**config.mk**
```make
export PLATFORM = sky130hd
export DESIGN_NAME = bksrq_ctrl
export DESIGN_NICKNAME = d
export VERILOG_FILES = /design/src/design/bounded_key_set_register_query_core_defines.svh /design/src/design/bksrq_pkg.sv /design/src/design/bksrq_ctrl.sv
export SDC_FILE = /design/constraint.sdc
export NUM_CORES = 1
export LEC_CHECK = 0
export BUFFER_PORTS_ARGS = -buffer_cell sky130_fd_sc_hd__buf_2
export CELL_PAD_IN_SITES_DETAIL_PLACEMENT = 0
export CELL_PAD_IN_SITES_GLOBAL_PLACEMENT = 2
export CORE_AREA = 3 3 40 42
export DETAILED_ROUTE_END_ITERATION = 16
export DIE_AREA = 0 0 43 45
export PLACE_DENSITY_LB_ADDON = 0.1
export SYNTH_ARGS = -nofsm -noshare
export SYNTH_HDL_FRONTEND = slang
export SYNTH_SLANG_ARGS = --single-unit
```
**constraint.sdc**
```tcl
create_clock -name clock -period 1.6 [get_ports clock]
set_input_delay 0.24 -clock clock [delete_from_list [all_inputs] [get_ports clock]]
set_output_delay 0.24 -clock clock [all_outputs]
set_load 0.01 [all_outputs]
```
**src/design/bounded_key_set_register_query_core_defines.svh**
```systemverilog
// ---------------------------------------------------------------------------
// Assertion macros for the bounded key set query core
// Each macro expands to a labeled concurrent assertion in simulation and to
// nothing when SYNTH is defined.
// ---------------------------------------------------------------------------
`ifndef BOUNDED_KEY_SET_REGISTER_QUERY_CORE_DEFINES_SVH
`define BOUNDED_KEY_SET_REGISTER_QUERY_CORE_DEFINES_SVH

`ifndef SYNTH
// same-cycle implication
`define BKSRQ_ASSERT_IMPLY(label, clk, rst, lhs, rhs) \
   label: assert property (@(posedge clk) disable iff (rst) (lhs) |-> (rhs)) \
      else $error("bksrq assertion failed");
// next-cycle implication
`define BKSRQ_ASSERT_NEXT(label, clk, rst, lhs, rhs) \
   label: assert property (@(posedge clk) disable iff (rst) (lhs) |=> (rhs)) \
      else $error("bksrq assertion failed");
`else
`define BKSRQ_ASSERT_IMPLY(label, clk, rst, lhs, rhs)
`define BKSRQ_ASSERT_NEXT(label, clk, rst, lhs, rhs)
`endif

`endif

```
**src/design/bksrq_pkg.sv**
```systemverilog
// ---------------------------------------------------------------------------
// bksrq_pkg
// Types and constants shared by the bounded key set query core.
// ---------------------------------------------------------------------------
`timescale 1ns / 1ps

package bksrq_pkg;

   localparam int KEY_W        = 64;
   localparam int CAPACITY_DEF = 256;

   // action codes
   localparam logic ACT_REGISTER = 1'b0;
   localparam logic ACT_QUERY    = 1'b1;

   typedef struct packed {
      logic             action;
      logic [KEY_W-1:0] key;
   } req_payload_type;

   typedef struct packed {
      logic present;
      logic inserted;
   } rsp_payload_type;

   // controller to datapath
   typedef struct packed {
      logic load;
      logic scan;
      logic finish;
   } dp_cmd_type;

   // datapath to controller
   typedef struct packed {
      logic scan_done;
      logic full;
   } dp_status_type;

endpackage

```
**src/design/bksrq_ctrl.sv**
```systemverilog
// ---------------------------------------------------------------------------
// bksrq_ctrl
// Controller: sequences accept, scan and finish, and owns the result valid.
// ---------------------------------------------------------------------------
`timescale 1ns / 1ps

module bksrq_ctrl import bksrq_pkg::*; (
   input  logic          clock,
   input  logic          reset,
   input  logic          req_valid,
   output logic          req_ready,
   output logic          rsp_valid,
   input  logic          rsp_ready,
   input  dp_status_type status,
   output dp_cmd_type    cmd
);

   typedef enum logic [1:0] {
      ST_IDLE = 2'b01,
      ST_SCAN = 2'b10
   } state_type;

   state_type state_ff, state_in;
   logic      rsp_valid_ff, rsp_valid_in;
   logic      slot_free;

   assign slot_free = !rsp_valid_ff || rsp_ready;

   // next state and commands
   always_comb begin
      state_in   = state_ff;
      cmd.load   = 1'b0;
      cmd.scan   = 1'b0;
      cmd.finish = 1'b0;
      unique case (state_ff)
         ST_IDLE: begin
            if (req_valid) begin
               cmd.load = 1'b1;
               state_in = ST_SCAN;
            end
         end
         ST_SCAN: begin
            cmd.scan = 1'b1;
            if (status.scan_done && slot_free) begin
               cmd.finish = 1'b1;
               state_in   = ST_IDLE;
            end
         end
         default: begin
            state_in = ST_IDLE;
         end
      endcase
   end

   // hold the result beat until taken
   always_comb begin
      if (cmd.finish) begin
         rsp_valid_in = 1'b1;
      end else if (rsp_ready) begin
         rsp_valid_in = 1'b0;
      end else begin
         rsp_valid_in = rsp_valid_ff;
      end
   end

   always_ff @(posedge clock) begin
      if (reset) begin
         state_ff     <= ST_IDLE;
         rsp_valid_ff <= 1'b0;
      end else begin
         state_ff     <= state_in;
         rsp_valid_ff <= rsp_valid_in;
      end
   end

   assign req_ready = (state_ff == ST_IDLE);
   assign rsp_valid = rsp_valid_ff;

endmodule

```
==> run summary <==
The final routed wire length divided by cell count is 7.976 um. The synthesized instance count came out at 14. The total count of max-transition violations in the final report was 0. Buffers inserted during clock tree synthesis total 3. The worst setup path is launched from a flop.

The startpoint of the worst-slack reg-to-reg timing path is state_ff[0]$_SDFFE_PP1P_. The detail-routed via count per cell came out at 3.244. The library cell used most frequently in the layout, excluding fill and tap cells, is sky130_fd_sc_hd__buf_2.

The worst reg-to-reg path cell count is 3. The number of global-route vias before repair came out at 128. For this run, the top clock speed supported by timing is 0.7859 GHz. For hold timing, the worst endpoint is rsp_valid$_SDFFE_PP0P_.

The number of stages on the worst hold path came out at 2. The net count reported at finish came out at 33. The number of buffers inserted by hold repair at cts is 0. Once detail routing completed, the nets flagged for antenna violations numbered 0. Entering global routing, the biggest net connects 5 pins. The run finished with clean final reports. VDD sags by at most 280.9 uV. The repair_antennas step left the layout with diodes totalling 0.

Walking the worst path, the cells encountered are and2b_4 > and3_1 > buf_2. In the final routing, the length of wire on met1 measures 154 um. The buffer count from post-CTS setup fixing came out at 0.

Subtracting the final worst setup slack from the clock period gives 1.272 ns. The final cell area excluding filler cells came out at 225.2 um^2. The share of synthesized area in the top cell type comes to 42.11%. After detailed routing, no signal wire sits above met3. The critical path required time came out at 1.36 ns. The I/O pin count is 11.

The startpoint of the worst hold path is reset. In this design, the stage delay of the slowest critical-path cell is 0.29 ns. The number of antenna violations at the first check in global routing is 0. The root buffer cell chosen for the clock tree is sky130_fd_sc_hd__clkbuf_4. The placed instance area came out at 198.9 um^2. STA classifies the critical path endpoint as a primary output.

The wire length of the first global-routing pass came out at 538 um. The congestion estimate from routability-driven global placement came to 0.6059. In this run the power density over the cells is 1047 nW/um^2. The clock latency at the later pin of the worst-skew pair is 0.23 ns. After clock tree synthesis, the repair step resized 0 gates. The number of search-and-repair iterations in the first detailed-routing pass came out at 2. TritonCTS built the clock tree. The clock skew came out at 0.0006573 ns. The post-synthesis sequential area ratio is 42.11%.

The library cells used most frequently in the layout, excluding fill and tap cells, are sky130_fd_sc_hd__buf_2, sky130_fd_sc_hd__clkbuf_4, sky130_fd_sc_hd__dfxtp_1. The x dimension of the die came out at 43 um. The area growth from synthesis to layout is 57.89%.

The routed length on met3 came out at 42 um. The post-synth net total came out at 20. The critical path in this run is classified as flop to primary output. The violation count after the first detailed-route iteration came out at 3. The final routed wirelength across all metal layers is 327 um.

The largest total area in the synthesized netlist belongs to sky130_fd_sc_hd__dfxtp_1. The final total negative setup slack is 0 ns. The core region area came out at 1285 um^2.

The count of buffer and inverter cells on the critical path is 1. The die is 45 um tall. The reg-to-reg setup timing slack is 0.69 ns.

Across all layers, the routed design uses 133 vias. The starting utilization of the core area came out at 11.10%. In this run the deepest clock path goes through 2 buffers. The post-synthesis average cell area came out at 10.19 um^2.

The endpoint identified for the worst register-to-register timing path is state_ff[1]$_SDFFE_PP0P_. The setup-violating endpoint count in the final report came out at 0. The post-synth design cell area came out at 142.6 um^2. At the pin with the least slew margin, the transition time is 0.1412 ns.

The total number of yosys warnings is 0. The total routing usage reported by global routing is 4.489%. Setup repair after global routing left no endpoint under its margin. In this run the static leakage power is 0.1161 nW.

Grouping stages by cell kind, the critical path spends the most delay in simple AND/OR/NAND/NOR gates. The die area is 1935 um^2. Across the run, the number of max-cap violations was 0. The critical-path cell with the highest stage delay is sky130_fd_sc_hd__dfxtp_1. Clock-pin slew was measured on the worst setup and hold paths at 0.03 ns.

The tree built by TritonCTS fans out to 3 sinks. The worst hold slack after final layout is 0.1879 ns. The maximum fanout count along the critical path came out at 4. In this run the number of H-tree levels came out at 1. The period utilization came out at 79.53%. The met2 routed wirelength is 131 um.

Data on the critical path arrives at its endpoint at 1.03 ns. The number of port buffers is 9. The count of endpoints failing hold in the final timing report came to 0. The post-route netlist has 57.69% of its cells at a drive strength greater than 1.

The synthesis-stage register bit count is 3. The row count came out at 13. In the post-synthesis netlist, the biggest area contributors are sky130_fd_sc_hd__dfxtp_1, sky130_fd_sc_hd__a21boi_2, sky130_fd_sc_hd__and2b_4, sky130_fd_sc_hd__o21ba_1, sky130_fd_sc_hd__nor2b_2. After detailed routing, the number of remaining DRC violations is 0. The worst max-slew margin expressed relative to the limit came out at 90.58%.

The total congestion overflow is 0. The min-delay analysis places its worst path in the category primary input to flop. Counting distinct cell types in the post-synthesis netlist gives 12.
routing by layer:
metal  GRT usage [%]  vias up
met5               0        -
met4           5.422        0
met3           5.578        0
met2           3.892        7
met1           4.317       56
li1                -       70
through the flow:
step	total power [mW]	cells	setup slack, ns	utilization [%]
final	0.2358	41	0.3275	17.53
after global placement	0.1094	37	0.5379	15.48
after global routing	0.2515	41	0.2681	17.53
after detailed placement	0.1094	37	0.5285	15.48
after floorplan	0.09670	14	0.5650	-
after CTS	0.2448	41	0.3118	17.53
sequential cells by signal (all words and copies together), names as in the netlist:
signal / flops
rsp_valid: 1
state_ff: 2
kinds of logic after synthesis:
logic type      synth area share (%)
flops                          42.11
simple gates                   28.95
compound gates                 23.68
buf+inv                        5.265
worst max path at each step:
stage	slack, ns	startpoint	depth (start not counted)	to
2_1_floorplan	0.56	state_ff[0]$_SDFFE_PP1P_	3	cmd[0]
4_1_cts	0.31	state_ff[0]$_SDFFE_PP1P_	3	cmd[0]
6_report	0.33	state_ff[0]$_SDFFE_PP1P_	3	cmd[0]
3_5_place_dp	0.53	rsp_ready	4	cmd[0]
5_1_grt	0.27	state_ff[0]$_SDFFE_PP1P_	3	cmd[0]
3_3_place_gp	0.54	rsp_ready	4	cmd[0]
where the power goes:
group | total (mW) | internal, mW | switching [mW]
clock network | 0.128 | 0.0932 | 0.0352
logic | 0.0267 | 0.0150 | 0.0116
registers | 0.0808 | 0.0791 | 0.00176
total | 0.236 | 0.187 | 0.0486
final cells by class:
type                    count  area [um^2]
clock buffers               4        26.28
fillers                   146         1060
multi-input cells          10        75.07
flip-flops and latches      3        60.06
well taps                  15        18.77
repair buffers              9        45.04
cells in the mapped netlist:
cell type / number
sky130_fd_sc_hd__a21boi_2: 1
sky130_fd_sc_hd__a21oi_1: 1
sky130_fd_sc_hd__and2_1: 1
sky130_fd_sc_hd__and2b_4: 1
sky130_fd_sc_hd__and3_1: 1
sky130_fd_sc_hd__buf_4: 1
sky130_fd_sc_hd__dfxtp_1: 3
sky130_fd_sc_hd__nand2_1: 1
sky130_fd_sc_hd__nand2b_1: 1
sky130_fd_sc_hd__nor2b_2: 1
sky130_fd_sc_hd__o21ba_1: 1
sky130_fd_sc_hd__o21bai_1: 1
worst reg2reg max path, delay by kind of cell, from the launching register on:
family / cells / cell delay (ns)
AOI/OAI and AO/OA: 2 / 0.32
DFF: 1 / 0.30
and+or+nand+nor: 1 / 0.19
No activity file was read; power rests on OpenSTA's default activity.
